===== config.mk =====
export PLATFORM = sky130hd
export DESIGN_NAME = stepper_timed_positioner_top
export DESIGN_NICKNAME = d
export VERILOG_FILES = /design/src/stp_pkg.sv /design/src/stp_ram.sv /design/src/stp_div.sv /design/src/stepper_timed_positioner_top.sv
export SDC_FILE = /design/constraint.sdc
export NUM_CORES = 1
export LEC_CHECK = 0
export BUFFER_PORTS_ARGS = -buffer_cell sky130_fd_sc_hd__buf_2
export CAP_MARGIN = 20
export CORE_UTILIZATION = 55
export CTS_CLUSTER_DIAMETER = 80
export DETAILED_ROUTE_END_ITERATION = 12
export HOLD_SLACK_MARGIN = 0.03
export PLACE_DENSITY = 0.72
export SYNTH_ARGS = -nofsm -noshare
export SYNTH_HDL_FRONTEND = slang
export SYNTH_SLANG_ARGS = --single-unit

===== constraint.sdc =====
create_clock -name clk -period 11.4 [get_ports clk]
set_input_delay 0.57 -clock clk [delete_from_list [all_inputs] [get_ports clk]]
set_output_delay 0.57 -clock clk [all_outputs]
set_load 0.01 [all_outputs]

===== src/stp_pkg.sv =====
// shared types, widths and constants of the timed stepper positioner
`timescale 1ns / 1ps

package stp_pkg;

    localparam int MOTORS_DEF = 4;

    localparam int MOTOR_W = 2;
    localparam int POS_W   = 15;
    localparam int TIME_W  = 16;
    localparam int REV_W   = 15;
    localparam int FS_W    = 16;
    localparam int CD_W    = 18;
    localparam int PER_W   = 17;
    localparam int MASK_W  = 4;
    localparam int REVS    = 4;

    // divider: dividend is move_time * 10, divisor is the step distance
    localparam int DIVD_W = 20;
    localparam int DIVS_W = 16;

    localparam int CFG_IDX_W = 3;
    localparam logic [CFG_IDX_W-1:0] CFG_STEPS_REV_ZERO  = 3'd0;
    localparam logic [CFG_IDX_W-1:0] CFG_STEPS_REV_ONE   = 3'd1;
    localparam logic [CFG_IDX_W-1:0] CFG_STEPS_REV_TWO   = 3'd2;
    localparam logic [CFG_IDX_W-1:0] CFG_STEPS_REV_THREE = 3'd3;
    localparam logic [CFG_IDX_W-1:0] CFG_CONTINUOUS_MASK = 3'd4;

    localparam logic [REV_W-1:0] REV_RESET  = 15'd200;
    localparam logic [POS_W-1:0] PERIOD_MIN = 15'd300;
    localparam logic [POS_W-1:0] PERIOD_MAX = 15'd32760;
    localparam logic [FS_W-1:0]  REV_FULL   = 16'd32768;

    typedef struct packed {
        logic              mode;
        logic [MOTOR_W-1:0] motor;
        logic [TIME_W-1:0]  elapsed;
        logic [POS_W-1:0]   target_position;
        logic [TIME_W-1:0]  move_time;
    } cmd_item_t;

    typedef struct packed {
        logic              step_pulse;
        logic              direction;
        logic [MOTOR_W-1:0] motor_echo;
        logic [POS_W-1:0]   position;
        logic              moving;
    } rsp_item_t;

    typedef struct packed {
        logic signed [CD_W-1:0]  countdown;
        logic signed [PER_W-1:0] step_period;
        logic [POS_W-1:0]        target;
        logic [POS_W-1:0]        position;
    } motor_state_t;

    localparam int STATE_W = $bits(motor_state_t);

endpackage


===== src/stp_ram.sv =====
// generic single-write, single-read RAM with registered read data
`timescale 1ns / 1ps

module stp_ram #(
    parameter int WIDTH = 8,
    parameter int DEPTH = 4,
    localparam int AW = (DEPTH > 1) ? $clog2(DEPTH) : 1
) (
    input  logic             clk,
    input  logic             we,
    input  logic [AW-1:0]    waddr,
    input  logic [WIDTH-1:0] wdata,
    input  logic             re,
    input  logic [AW-1:0]    raddr,
    output logic [WIDTH-1:0] rdata
);

    logic [WIDTH-1:0] mem_reg [DEPTH];
    logic [WIDTH-1:0] rdata_reg;

    always_ff @(posedge clk)
    begin
        if (we)
        begin
            mem_reg[waddr] <= wdata;
        end
        if (re)
        begin
            rdata_reg <= mem_reg[raddr];
        end
    end

    assign rdata = rdata_reg;

endmodule


===== src/stp_div.sv =====
// bit-serial restoring divider, one quotient bit per cycle
`timescale 1ns / 1ps

module stp_div
    import stp_pkg::*;
(
    input  logic              clk,
    input  logic              rst_n,
    input  logic              start,
    input  logic [DIVD_W-1:0] dividend,
    input  logic [DIVS_W-1:0] divisor,
    output logic [DIVD_W-1:0] quotient,
    output logic              done
);

    localparam int CNT_W = $clog2(DIVD_W + 1);
    localparam logic [CNT_W-1:0] CNT_LOAD = CNT_W'(DIVD_W);

    logic [DIVS_W-1:0] rem_reg, rem_next;
    logic [DIVD_W-1:0] quo_reg, quo_next;
    logic [DIVS_W-1:0] dsr_reg, dsr_next;
    logic [CNT_W-1:0]  cnt_reg, cnt_next;
    logic              busy_reg, busy_next;
    logic              done_reg, done_next;

    logic [DIVS_W:0]   shifted;
    logic [DIVS_W+1:0] diff;

    // dividend bits shift out of the top of quo_reg into the remainder
    assign shifted = {rem_reg, quo_reg[DIVD_W-1]};
    assign diff    = {1'b0, shifted} - {2'b00, dsr_reg};

    always_comb
    begin
        rem_next  = rem_reg;
        quo_next  = quo_reg;
        dsr_next  = dsr_reg;
        cnt_next  = cnt_reg;
        busy_next = busy_reg;
        done_next = 1'b0;
        if (start)
        begin
            rem_next  = '0;
            quo_next  = dividend;
            dsr_next  = divisor;
            cnt_next  = CNT_LOAD;
            busy_next = 1'b1;
        end
        else if (busy_reg)
        begin
            if (!diff[DIVS_W+1])
            begin
                rem_next = diff[DIVS_W-1:0];
                quo_next = {quo_reg[DIVD_W-2:0], 1'b1};
            end
            else
            begin
                rem_next = shifted[DIVS_W-1:0];
                quo_next = {quo_reg[DIVD_W-2:0], 1'b0};
            end
            cnt_next = cnt_reg - CNT_W'(1);
            if (cnt_reg == CNT_W'(1))
            begin
                busy_next = 1'b0;
                done_next = 1'b1;
            end
        end
    end

    always_ff @(posedge clk or negedge rst_n)
    begin
        if (!rst_n)
        begin
            cnt_reg  <= '0;
            busy_reg <= 1'b0;
            done_reg <= 1'b0;
        end
        else
        begin
            cnt_reg  <= cnt_next;
            busy_reg <= busy_next;
            done_reg <= done_next;
        end
    end

    always_ff @(posedge clk)
    begin
        rem_reg <= rem_next;
        quo_reg <= quo_next;
        dsr_reg <= dsr_next;
    end

    assign quotient = quo_reg;
    assign done     = done_reg;

endmodule


===== src/stepper_timed_positioner_top.sv =====
// top level of the timed stepper positioner: sequencer, motor state store, output register
//
// usage:
//   cmd channel (cmd_valid / cmd_stall / cmd_data) carries one item: a tick with the
//   elapsed time for one motor, or a set-move with a target position and move time.
//   every item gives exactly one result on the rsp channel (rsp_valid / rsp_stall /
//   rsp_data): step pulse, direction, motor, position and moving flag.
//   cfg channel (cfg_valid / cfg_ready / cfg_index / cfg_data) writes steps per
//   revolution of each motor and the continuous-rotation mask; cfg_ready is always high,
//   writes belong in idle periods only.
// sequence: S_LOAD, then S_FIN for a tick or an out-of-range motor; a set-move passes
//   S_PREP, then S_GO if its distance is nonzero; one that computes a new period waits
//   in S_DIV while the bit-serial divider retires one quotient bit of 20 per cycle.
// throughput: one item at a time; the next item is taken in the cycle after the result
//   is loaded into the output register.
// reset clears all motors to idle at position zero (per-motor valid bits, no sweep),
//   steps per revolution to 200 and the continuous mask to zero.
// a stalled result holds in the output register; one more item can be taken and worked
//   on meanwhile, and it waits in its last step until the register frees up.
`timescale 1ns / 1ps

module stepper_timed_positioner_top
    import stp_pkg::*;
#(
    parameter int MOTORS = MOTORS_DEF
) (
    input  logic                 clk,
    input  logic                 rst_n,
    input  logic                 cmd_valid,
    output logic                 cmd_stall,
    input  cmd_item_t            cmd_data,
    output logic                 rsp_valid,
    input  logic                 rsp_stall,
    output rsp_item_t            rsp_data,
    input  logic                 cfg_valid,
    output logic                 cfg_ready,
    input  logic [CFG_IDX_W-1:0] cfg_index,
    input  logic [REV_W-1:0]     cfg_data
);

    localparam int AW = (MOTORS > 1) ? $clog2(MOTORS) : 1;

    typedef enum logic [5:0] {
        S_IDLE = 6'b000001,
        S_LOAD = 6'b000010,
        S_PREP = 6'b000100,
        S_GO   = 6'b001000,
        S_DIV  = 6'b010000,
        S_FIN  = 6'b100000
    } seq_state_t;

    seq_state_t state_reg, state_next;

    logic [REV_W-1:0]  steps_rev_reg [REVS];
    logic [MASK_W-1:0] cont_mask_reg;
    logic [MOTORS-1:0] vld_reg;

    cmd_item_t    item_reg, item_next;
    motor_state_t cur_reg, cur_next;
    logic [FS_W-1:0]         fs_reg, fs_next;
    logic [FS_W+2:0]         fs5_reg, fs5_next;
    logic signed [PER_W-1:0] dv_reg, dv_next;
    logic signed [CD_W-1:0]  cd_sub_reg, cd_sub_next;
    logic signed [PER_W-1:0] adv_reg, adv_next;
    logic                    rsp_valid_reg, rsp_valid_next;
    rsp_item_t               rsp_data_reg;

    logic                  cmd_acc;
    logic                  in_range;
    logic [AW-1:0]         addr;
    logic [STATE_W-1:0]    ram_rdata;
    motor_state_t          st_raw;
    logic                  ram_we;
    logic                  rsp_load;

    logic [REV_W-1:0]        rev_sel;
    logic [FS_W-1:0]         fs_w;
    logic [PER_W-1:0]        dv_mag;
    logic [FS_W+2:0]         mag6;
    logic                    far;
    logic signed [CD_W-1:0]  dv_ext;
    logic signed [CD_W-1:0]  fs_ext;
    logic signed [CD_W-1:0]  adv18;
    logic [PER_W-1:0]        adv_mag;
    logic [DIVD_W-1:0]       mt10;
    logic                    div_start;
    logic [DIVD_W-1:0]       div_quo;
    logic                    div_done;

    logic [POS_W-1:0]        mag;
    logic signed [PER_W-1:0] new_period;
    logic [PER_W-1:0]        per_abs;
    logic                    cd_le0;
    logic [FS_W-1:0]         pinc;
    logic [FS_W-1:0]         fsm1;
    logic [POS_W-1:0]        stepped_pos;
    logic                    per_fwd;
    motor_state_t            new_state;
    rsp_item_t               rsp_w;

    assign cmd_stall = (state_reg != S_IDLE);
    assign cmd_acc   = cmd_valid && !cmd_stall;
    assign cfg_ready = 1'b1;
    assign in_range  = (int'(item_reg.motor) < MOTORS);
    assign addr      = AW'(item_reg.motor);

    stp_ram #(
        .WIDTH (STATE_W),
        .DEPTH (MOTORS)
    ) u_state_ram (
        .clk   (clk),
        .we    (ram_we),
        .waddr (addr),
        .wdata (new_state),
        .re    (cmd_acc),
        .raddr (AW'(cmd_data.motor)),
        .rdata (ram_rdata)
    );

    // a motor never written since reset reads as idle at position zero
    assign st_raw = (in_range && vld_reg[addr]) ? motor_state_t'(ram_rdata) : '0;

    assign rev_sel = steps_rev_reg[item_reg.motor];
    assign fs_w    = (rev_sel == '0) ? REV_FULL : {1'b0, rev_sel};

    // shortest-way adjustment for continuous motors
    assign dv_mag = dv_reg[PER_W-1] ? PER_W'(-dv_reg) : PER_W'(dv_reg);
    assign mag6   = {dv_mag, 2'b00} + (FS_W+3)'({dv_mag, 1'b0});
    assign far    = cont_mask_reg[item_reg.motor] && (mag6 > fs5_reg) && (dv_reg != '0);
    assign dv_ext = {dv_reg[PER_W-1], dv_reg};
    assign fs_ext = $signed({2'b00, fs_reg});
    assign adv18  = !far ? dv_ext : (dv_reg[PER_W-1] ? dv_ext + fs_ext : dv_ext - fs_ext);

    assign adv_mag = adv_reg[PER_W-1] ? PER_W'(-adv_reg) : PER_W'(adv_reg);
    assign mt10    = DIVD_W'({item_reg.move_time, 3'b000})
                   + DIVD_W'({item_reg.move_time, 1'b0});

    stp_div u_div (
        .clk      (clk),
        .rst_n    (rst_n),
        .start    (div_start),
        .dividend (mt10),
        .divisor  (adv_mag[DIVS_W-1:0]),
        .quotient (div_quo),
        .done     (div_done)
    );

    always_comb
    begin
        state_next  = state_reg;
        item_next   = item_reg;
        cur_next    = cur_reg;
        fs_next     = fs_reg;
        fs5_next    = fs5_reg;
        dv_next     = dv_reg;
        cd_sub_next = cd_sub_reg;
        adv_next    = adv_reg;
        div_start   = 1'b0;
        ram_we      = 1'b0;
        rsp_load    = 1'b0;
        case (state_reg)
            S_IDLE:
            begin
                if (cmd_acc)
                begin
                    item_next  = cmd_data;
                    state_next = S_LOAD;
                end
            end
            S_LOAD:
            begin
                cur_next    = st_raw;
                fs_next     = fs_w;
                fs5_next    = (FS_W+3)'({fs_w, 2'b00}) + (FS_W+3)'(fs_w);
                dv_next     = $signed({2'b00, item_reg.target_position})
                            - $signed({2'b00, st_raw.position});
                cd_sub_next = st_raw.countdown - $signed({2'b00, item_reg.elapsed});
                if (!in_range || !item_reg.mode)
                begin
                    state_next = S_FIN;
                end
                else
                begin
                    state_next = S_PREP;
                end
            end
            S_PREP:
            begin
                adv_next   = adv18[PER_W-1:0];
                state_next = (dv_reg == '0) ? S_FIN : S_GO;
            end
            S_GO:
            begin
                if (adv_reg == '0)
                begin
                    state_next = S_FIN;
                end
                else
                begin
                    div_start  = 1'b1;
                    state_next = S_DIV;
                end
            end
            S_DIV:
            begin
                if (div_done)
                begin
                    state_next = S_FIN;
                end
            end
            S_FIN:
            begin
                if (!rsp_valid_reg || !rsp_stall)
                begin
                    rsp_load   = 1'b1;
                    ram_we     = in_range;
                    state_next = S_IDLE;
                end
            end
            default:
            begin
                state_next = S_IDLE;
            end
        endcase
    end

    // clamp of the division result and signed period
    always_comb
    begin
        if (adv_reg == '0)
        begin
            mag = PERIOD_MAX;
        end
        else if (div_quo < DIVD_W'(PERIOD_MIN))
        begin
            mag = PERIOD_MIN;
        end
        else if (div_quo > DIVD_W'(PERIOD_MAX))
        begin
            mag = PERIOD_MAX;
        end
        else
        begin
            mag = div_quo[POS_W-1:0];
        end
        new_period = adv_reg[PER_W-1] ? -$signed({2'b00, mag}) : $signed({2'b00, mag});
    end

    // one step of the addressed motor
    assign per_abs = cur_reg.step_period[PER_W-1] ? PER_W'(-cur_reg.step_period)
                                                  : PER_W'(cur_reg.step_period);
    assign per_fwd = !cur_reg.step_period[PER_W-1] && (cur_reg.step_period != '0);
    assign cd_le0  = cd_sub_reg[CD_W-1] || (cd_sub_reg == '0);
    assign pinc    = {1'b0, cur_reg.position} + FS_W'(1);
    assign fsm1    = fs_reg - FS_W'(1);

    always_comb
    begin
        if (per_fwd)
        begin
            stepped_pos = (pinc >= fs_reg) ? '0 : pinc[POS_W-1:0];
        end
        else if (cur_reg.position == '0)
        begin
            stepped_pos = fsm1[POS_W-1:0];
        end
        else
        begin
            stepped_pos = cur_reg.position - POS_W'(1);
        end
    end

    always_comb
    begin
        new_state        = cur_reg;
        rsp_w.step_pulse = 1'b0;
        rsp_w.direction  = 1'b0;
        rsp_w.motor_echo = item_reg.motor;
        rsp_w.position   = '0;
        rsp_w.moving     = 1'b0;
        if (item_reg.mode)
        begin
            new_state.target = item_reg.target_position;
            if (dv_reg != '0)
            begin
                new_state.step_period = new_period;
                new_state.countdown   = {3'b000, mag};
            end
            rsp_w.direction = !new_state.step_period[PER_W-1]
                           && (new_state.step_period != '0);
        end
        else if (cur_reg.step_period != '0)
        begin
            rsp_w.direction     = per_fwd;
            new_state.countdown = cd_sub_reg;
            if (cd_le0)
            begin
                rsp_w.step_pulse   = 1'b1;
                new_state.position = stepped_pos;
                if (cur_reg.target != stepped_pos)
                begin
                    new_state.countdown = {1'b0, per_abs};
                end
                else
                begin
                    new_state.step_period = '0;
                end
            end
        end
        rsp_w.position = new_state.position;
        rsp_w.moving   = (new_state.step_period != '0);
        if (!in_range)
        begin
            rsp_w.step_pulse = 1'b0;
            rsp_w.direction  = 1'b0;
            rsp_w.position   = '0;
            rsp_w.moving     = 1'b0;
        end
    end

    always_comb
    begin
        if (rsp_load)
        begin
            rsp_valid_next = 1'b1;
        end
        else if (rsp_valid_reg && !rsp_stall)
        begin
            rsp_valid_next = 1'b0;
        end
        else
        begin
            rsp_valid_next = rsp_valid_reg;
        end
    end

    always_ff @(posedge clk or negedge rst_n)
    begin
        if (!rst_n)
        begin
            state_reg     <= S_IDLE;
            rsp_valid_reg <= 1'b0;
            vld_reg       <= '0;
            cont_mask_reg <= '0;
            for (int i = 0; i < REVS; i++)
            begin
                steps_rev_reg[i] <= REV_RESET;
            end
        end
        else
        begin
            state_reg     <= state_next;
            rsp_valid_reg <= rsp_valid_next;
            if (ram_we)
            begin
                vld_reg[addr] <= 1'b1;
            end
            if (cfg_valid && cfg_ready)
            begin
                case (cfg_index)
                    CFG_STEPS_REV_ZERO:  steps_rev_reg[0] <= cfg_data;
                    CFG_STEPS_REV_ONE:   steps_rev_reg[1] <= cfg_data;
                    CFG_STEPS_REV_TWO:   steps_rev_reg[2] <= cfg_data;
                    CFG_STEPS_REV_THREE: steps_rev_reg[3] <= cfg_data;
                    CFG_CONTINUOUS_MASK: cont_mask_reg    <= cfg_data[MASK_W-1:0];
                    default:
                    begin
                    end
                endcase
            end
        end
    end

    always_ff @(posedge clk)
    begin
        item_reg   <= item_next;
        cur_reg    <= cur_next;
        fs_reg     <= fs_next;
        fs5_reg    <= fs5_next;
        dv_reg     <= dv_next;
        cd_sub_reg <= cd_sub_next;
        adv_reg    <= adv_next;
        if (rsp_load)
        begin
            rsp_data_reg <= rsp_w;
        end
    end

    assign rsp_valid = rsp_valid_reg;
    assign rsp_data  = rsp_data_reg;

endmodule


After elaboration in Yosys (flattened, before gate mapping):

Memories as Yosys holds them, arrays and structs flattened. A register that Yosys moved wholly into a read port is not among the register bits.
Index checks and enable logic that the tools add are counted.

* register bits: 355
* bits in writable memories: 260
* input bits: 73
* output and inout port bits: 23
* logic and storage cells: 174
* memories: 1

Memories
* u_state_ram.mem_reg: depth 4, width 65, read ports 1, clocked after Yosys merged registers in 1, wr ports 1, RTL line stp_ram.sv:18 `logic [WIDTH-1:0] mem_reg [DEPTH];`

* add/subtract/negate cells: 16
* $lt $le $gt $ge: 7
* eq/ne operators: 16
* multiplexer cells: 64
* bitwise logic cells: 3
* reduce and logical (&&, ||, !) cells: 34

Operators by type and width (count)
* $mux 15: 12
* $mux 35: 5
* $mux 17: 6
* $reduce_bool 17->1: 4
* $mux 65: 1
* $mux 16: 3
* $mux 20: 2
* $mux 6: 6
* $pmux 6 s6: 1
* $logic_not 17->1: 2
* $bmux 15 s2: 1
* $logic_not 15->1: 2
* $sub 15x1->15 const B: 2
* $mux 1: 21
* $add 19x17->20: 1
* $gt 20x15->1 const B: 1
* $lt 20x9->1 const B: 1
* $add 18x16->19: 1
* $add 19x18->19: 1
* $gt 19x19->1: 1
* $logic_not 18->1: 1
* $mux 18: 1
* $sub 17x16->18: 1
* $sub 18x17->18: 1
* 41 further kinds: 62

Depth between registers and ports, before layout:

Gate-level depths: netlist of the first run.

* depth in word-level cells: 11
* gate-level depth with buffers: 26
* depth with buffers taken out: 25

Hierarchy:

A second synthesis of the first run with hierarchy kept.

* cell total of the unflattened synthesis: 2690
* area, all modules: 34828.4 um2

Modules (own cells, without submodules)
* stepper_timed_positioner_top: times used 1, cells an instance 2009, area an instance 20241.9 um2, sequential area each 8469.4 um2
* stp_ram: times used 1, cells an instance 408, area an instance 11407.2 um2, sequential area each 9759.4 um2
* stp_div: times used 1, cells an instance 273, area an instance 3179.3 um2, sequential area each 1576.5 um2

Worst setup path after synthesis of the first run:

No wires, ideal clock.

* kind: register to register
* from: reg state_reg[1]
* to: reg vld_reg[0]
* setup time: 94 ps
* data arrival time: 7439 ps
* slack: 3867 ps
* cell stages (with the launch flop): 6
* clock period less this slack: 7533 ps
* path through: dfrtp_1 nor4_1 nand3b_1 a21oi_1 nor3b_1 or2_2

* word-level cells in the longest chain between the ends: 2

Ends and longest elaborated chain
* start: declaration: RTL line stepper_timed_positioner_top.sv:52 `seq_state_t state_reg, state_next;`
* start signal: assignment: RTL line stepper_timed_positioner_top.sv:352 `state_reg <= state_next;`
* $eq 6x6->1: RTL line stepper_timed_positioner_top.sv:161 `case (state_reg)`
* $mux 1: RTL line stepper_timed_positioner_top.sv:161
* via ram_we: RTL line stepper_timed_positioner_top.sv:73 `logic ram_we;`
* end signal: assignment: RTL line stepper_timed_positioner_top.sv:343 `vld_reg <= '0;`
* end signal: indexed assignment: RTL line stepper_timed_positioner_top.sv:356 `vld_reg[addr] <= 1'b1;`
* end: declaration: RTL line stepper_timed_positioner_top.sv:56 `logic [MOTORS-1:0] vld_reg;`

The timed path passes the listed nets, and every way through them passes these cells.
A chain may end at the register's enable or synchronous reset.

==> flow_summary.ini, run 1 <==
[global_routing]
grtUsageMet3_pct = 5.03
top_usage_layer = met2
grt_max_degree = 83
grt_pass1_vias = 23000
grt_use_total_pct = 27.4
grt_pass1_wl_microns = 133000
met1_usage_pct = 38.1
gr-total-overflow = 0
antenna_found_initial = 0
met2_usage_pct = 43.2

[sta]
clock.fmax_mhz = 152
rsz0062_at_grt = no
finalSetupViolCount = 0
tns_ns = 0
drv_slew = 0
hold_viol = 0
holdWs_ns = 0.109
timing.final.crit_period_ns = 6.58
relSlewSlack_pct = 29.2
skew_ns = 0.0259
tightest_slew_ns = 1.06
post-route-period-util_pct = 57.7

[power]
combPwrFrac_pct = 30.1
internal_power_w = 0.00554
p_sw_w = 0.00276
ir_worst_vdd_mv = 0.189
p_leak_nw = 14.3
p_sw_share_pct = 33.2
seqPwrFrac_pct = 41.2
powerDensity_nw_per_um2 = 216
pwr-share-clk_pct = 28.6
p_total_w = 0.00830

[cells_and_area]
nets = 3067
stdcell_count = 3736
area_growth_pct = 11.2
largest_register_ffs = 260
multi_input_area_sq_um = 13800
drive_above_1_share_pct = 16.5
final_common_cell = edfxtp_1
nFillCells = 4717
layout_common_cells = edfxtp_1 (580), nand2_1 (188), nor2_1 (181)
register_area_sq_um = 19800

[clocking]
cts-resized-gates = 0
cts_inserted_buffers = 75
htreeDepth = 3
cts_num_sinks = 678
cts_tree = yes
cts-root-buf = clkbuf_16
clock_latency_ns = 0.64
clock_path_buffers = 3
clk_pin_slew_ns = 0.06

[run]
cap_violations = 0

[synthesis]
synth_top_family_by_area = simple AND/OR/NAND/NOR gates
ys_warn_count = 0
ys_ff_latch = 678
async_flop_share_pct = 12.1
ys_seq_area_share_pct = 57.2
synth_edf_count = 580
synth.avg_cell_area_sq_um = 12.7
synth_mux_area_share_pct = 8.74
synth-compound-area-share_pct = 9.66
synth-simple-area-share_pct = 11.1
synth_adder_area_share_pct = 5.79
yosysTopAreaCell = edfxtp_1
synthTopCellsByArea = edfxtp_1 (50%), ha_1 (5.4%), mux4_2 (5.3%)
synth-main-ff-cell = edfxtp_1
synth_xor_area_share_pct = 4.38
synth.distinct_cells = 97
netlist_instances = 2734
yosysTopAreaCellShare_pct = 50.3
syn-cell-area_sq_um = 34600

[run_status]
status = completed

[critical_path]
crit_chain = nor4_4, nand4_1, mux2i_1, ha_1, nor4b_2, nand2_1, or4_1, a21oi_2, mux2i_1, a221oi_2, nor4_2, nand4_4, nor2_2, o21ai_0, o221ai_1
crit_path_start_kind = flip-flop
path_class = flip-flop to flip-flop
critPathMaxStageDelay_ns = 0.69
path_depth = 15
cp.required_ns = 11.79
endpoint_kind = flip-flop
reg2reg_depth = 15
worstPathMaxFanout = 18
cp_slowest_cell = edfxtp_1
crit_buf_inv = 0
path_delay_family = simple AND/OR/NAND/NOR gates
cp.arrival_ns = 6.97
cp_common_cell = mux2i_1

[routing]
wire_per_inst_microns = 23.1
first_pass_iters = 7
drt-initial-drc-count = 2308
drc_errors = 0
num_vias = 22900
via_per_inst = 6.14
ant_nets = 0
wl_microns = 86300

[placed_design]
gp_congestion = 0.977
port_buffers = 94
dp_cells = 3594
dp_hpwl_microns = 59700

[floorplan]
die_x_microns = 253
io_pins = 96
rows = 91
coreArea_sq_um = 61900
dieHeight_microns = 253
die_area_sq_um = 63900
initial_utilization_pct = 55.9

[worst_hold_path]
worstHoldPathType = primary input to flip-flop
whs_path_depth = 1
## path summary, 6_finish.rpt
check	start	to	slack (ns)
setup reg to reg	cur_reg[2]$_DFFE_PN_	u_state_ram.mem_reg[1][54]$_DFFE_PP_	4.82
hold / removal	cmd_data[21]	item_reg[21]$_DFFE_PP_	0.11
min in group asynchronous	rst_n	steps_rev_reg[53]$_DFFE_PN0P_	0.33
hold reg to reg	vld_reg[3]$_DFFE_PN0P_	vld_reg[3]$_DFFE_PN0P_	0.48
max in group asynchronous	rst_n	state_reg[0]$_DFFE_PN1P_	10.40
setup / recovery	cur_reg[2]$_DFFE_PN_	u_state_ram.mem_reg[1][54]$_DFFE_PP_	4.82
## power by group through the flow
stage / logic [W] / clock network, W / registers [W]
4_1_cts: 0.00248 / 0.00241 / 0.00342
6_report: 0.00250 / 0.00238 / 0.00342
5_1_grt: 0.00276 / 0.00250 / 0.00345
3_3_place_gp: 0.00237 / 0 / 0.00345
2_1_floorplan: 0.00185 / 0 / 0.00337
3_5_place_dp: 0.00245 / 0 / 0.00346
## routing by layer
layer | share of wire (%) | vias to the layer above
met5 | 0 | -
met4 | 3.3 | 0
met3 | 7.3 | 178
met2 | 46 | 920
met1 | 43 | 11400
li1 | - | 10500
## cells in the mapped netlist, drive strengths merged, types with 26 or more instances
cell type	instances
edfxtp	580
nand2	188
nor2	185
inv	171
o21ai	151
ha	149
a21oi	129
xnor2	123
mux2	86
mux4	82
clkbuf	70
dfrtp	69
and2	58
nor3	52
xor2	50
nand3	49
buf	33
nor4	32
or3	27
a31oi	26
nor2b	26
## worst register-to-register path: stages, from the launching register on
cell and delay [ns]:
edfxtp_1 0.69, nor4_4 0.70, nand4_1 0.56, mux2i_1 0.37, ha_1 0.36, nor4b_2 0.39, nand2_1 0.19, or4_1 0.52
a21oi_2 0.26, mux2i_1 0.32, a221oi_2 0.11, nor4_2 0.29, nand4_4 0.28, nor2_2 0.70, o21ai_0 0.23, o221ai_1 0.37
## logic make-up after synthesis
| logic type | after synthesis |
|---|---|
| flops | 678 |
| mux | 189 |
| buf+inv | 275 |
| other cells | 2 |
| xor+xnor | 173 |
| compound gates | 517 |
| fa+ha+maj | 156 |
| simple gates | 744 |
## layout make-up
type                       instances  area share, %
tap                              837           2.72
clock inverter                    44           1.21
timing repair buffer             129           2.01
inverter                         172           1.68
antenna                            1        0.00650
multi-input combinational       1782           35.8
clock buffer                      93           5.08
sequential                       678           51.4
## metrics by stage
stage	instance area, sq um	util [%]	setup slack [ns]
floorplan	34600	-	3.87
global placement	36000	58.1	5.20
detailed placement	36000	58.1	5.08
CTS	38400	62.0	5.02
global route	38500	62.1	4.49
finish	38500	62.2	4.82
## timing repair
item,CTS,global route
buffers inserted,0,0
hold buffers,0,1
endpoints found under the hold margin,0,15
Note: power is estimated with default switching activity, not from simulation.
==> inputs of run 2 (changes only) <==
==> constraint.sdc (replaced) <==
create_clock -name clk -period 6.1 [get_ports clk]
set_input_delay 0.305 -clock clk [delete_from_list [all_inputs] [get_ports clk]]
set_output_delay 0.305 -clock clk [all_outputs]
set_load 0.01 [all_outputs]
==> run 2 against run 1 <==
Final cell count rose by 2.5%; global-route usage up 0.97 points; worst setup slack got worse by 4.4 ns; critical path type unchanged; wire length grew 4.0%; first-iteration DRC count fell by 1.7%; largest power group unchanged.
==> flow_summary.ini, run 2 (synthesis gave the netlist of run 1 again) <==
[placed_design]
placed_cell_area_sq_um = 36200
dp_hpwl_microns = 61800
gp_congestion = 0.981
port_buffers = 94

[floorplan]
coreArea_sq_um = 61900
die_area_sq_um = 63900
rows = 91
dieHeight_microns = 253
die_x_microns = 253
initial_utilization_pct = 55.9
io_pins = 96

[routing]
via_per_inst = 6.13
wl_microns = 89700
first_pass_iters = 7
num_vias = 23500
drc_errors = 0
ant_nets = 0
wire_per_inst_microns = 23.4
drt-initial-drc-count = 2268

[power]
powerDensity_nw_per_um2 = 400
p_leak_nw = 14.8
ir_worst_vdd_mv = 0.282

[sta]
skew_ns = 0.0298
tightest_slew_ns = 1.25
post-route-period-util_pct = 92.6
holdWs_ns = 0.127
relSlewSlack_pct = 15.7
finalSetupViolCount = 0
tns_ns = 0
timing.final.crit_period_ns = 5.65
clock.fmax_mhz = 177
drv_slew = 0
hold_viol = 0

[clocking]
clock_latency_ns = 0.65
cts_tree = yes
clk_pin_slew_ns = 0.06
cts_inserted_buffers = 74
clock_path_buffers = 3
cts-root-buf = clkbuf_16
htreeDepth = 3
cts_num_sinks = 678

[global_routing]
grt_pass1_vias = 23300
grt_use_total_pct = 28.4
grt_max_degree = 83
grt_pass1_wl_microns = 137000
gr-total-overflow = 0
antenna_found_initial = 5

[cells_and_area]
drive_above_1_share_pct = 17.0
area_growth_pct = 14.0
final_area_sq_um = 39500
final_common_cell = edfxtp_1
nets = 3160
layout_common_cells = edfxtp_1 (580), nand2_1 (188), nor2_1 (181)
largest_register_ffs = 260

[critical_path]
crit_path_start_kind = flip-flop
path_class = flip-flop to flip-flop
endpoint_kind = flip-flop
reg2reg_slack_ns = 0.45
cp.arrival_ns = 6.02
r2r_start = dv_reg[1]$_DFFE_PN_
worstPathMaxFanout = 14
r2r-end = adv_reg[14]$_DFFE_PN_
cp.required_ns = 6.47
reg2reg_depth = 25

[worst_hold_path]
worstHoldPathType = primary input to asynchronous set/reset pin

[run_status]
status = completed

[run]
cap_violations = 0
==> run 2: changes by cell type in the layout (fill, tap and decap cells not counted), moves of 2 or more <==
cell           change
diode_2            +2
clkbuf_1           -7
inv_16             +2
dlygate4sd3_1     +65
clkinv_1           +5
bufinv_16          +4
clkinv_4           -4
buf_4             +29
==> run 2: layer usage <==
layer / vias up / part of all wire (%) / global-route usage [%] / routed length [microns]
li1: 10700 / - / - / -
met1: 11600 / 42 / 38.9 / 37900
met2: 993 / 46 / 44.4 / 41200
met3: 216 / 7.8 / 5.51 / 7010
met4: 2 / 4.0 / 12.3 / 3610
met5: - / 0.014 / 0 / 13
==> run 2: how the worst max path moves through the flow <==
stage                        startpoint                                    to  slack [ns]  cells after the start
2_1_floorplan  state_reg[1]$_DFFE_PN0P_   u_state_ram.mem_reg[1][0]$_DFFE_PP_        0.69                      5
3_3_place_gp        dv_reg[1]$_DFFE_PN_                  adv_reg[0]$_DFFE_PN_        0.48                     25
3_5_place_dp       cur_reg[0]$_DFFE_PN_  u_state_ram.mem_reg[1][48]$_DFFE_PP_        0.32                     18
4_1_cts            cur_reg[0]$_DFFE_PN_  u_state_ram.mem_reg[1][56]$_DFFE_PP_        0.24                     18
5_1_grt             dv_reg[1]$_DFFE_PN_                 adv_reg[10]$_DFFE_PN_      -0.005                     25
6_report            dv_reg[1]$_DFFE_PN_                 adv_reg[14]$_DFFE_PN_        0.45                     25
==> run 2: worst max-delay path, cell delays in order (launching register included) <==
cell and delay [ns]:
edfxtp_1 0.45, inv_1 0.09, ha_1 0.29, nand2_1 0.06, o21ai_0 0.18, ha_1 0.29, fa_1 0.41, a21o_1 0.18
a21oi_1 0.22, o21bai_1 0.10, a21oi_1 0.25, o21bai_1 0.10, a21oi_1 0.22, o211ai_1 0.16, a21o_1 0.20, a21oi_1 0.21
o211a_1 0.21, xnor2_1 0.13, ha_1 0.27, a21o_1 0.16, a21o_1 0.17, a21oi_1 0.12, o21ai_0 0.12, o21ai_2 0.23
buf_6 0.20, mux2_2 0.35
==> run 2: area by class of cell <==
class | count | area (sq um)
diodes | 3 | 7.51
clock buffers | 87 | 1940
clock inverters | 47 | 543
fillers | 4668 | 22500
inverters | 172 | 648
multi-input cells | 1782 | 13800
flip-flops and latches | 678 | 19800
well taps | 837 | 1050
repair buffers | 223 | 1640
==> run 2: metrics by stage <==
step	utilization [%]	cells	setup WS [ns]	total power (W)
2_1_floorplan	-	2735	0.690	0.00974
3_3_place_gp	58.5	3622	0.483	0.0109
3_5_place_dp	58.5	3622	0.320	0.0111
4_1_cts	63.6	3822	0.243	0.0158
5_1_grt	63.7	3827	-0.00517	0.0166
6_report	63.7	3829	0.449	0.0158
==> run 2: repair_timing <==
| action | 4_1_cts | 5_1_grt |
|---|---|---|
| hold buffers | 66 | 0 |
| endpoints found under the hold margin | 184 | 0 |
| setup endpoints to repair | 0 | 56 |
| setup buffers | 0 | 1 |
| resized for setup | 0 | 3 |
==> run 2: power breakdown <==
group	total [W]	internal [W]	switching, W
registers	0.00639	0.00595	0.000443
clock network	0.00460	0.00269	0.00191
logic	0.00480	0.00193	0.00287
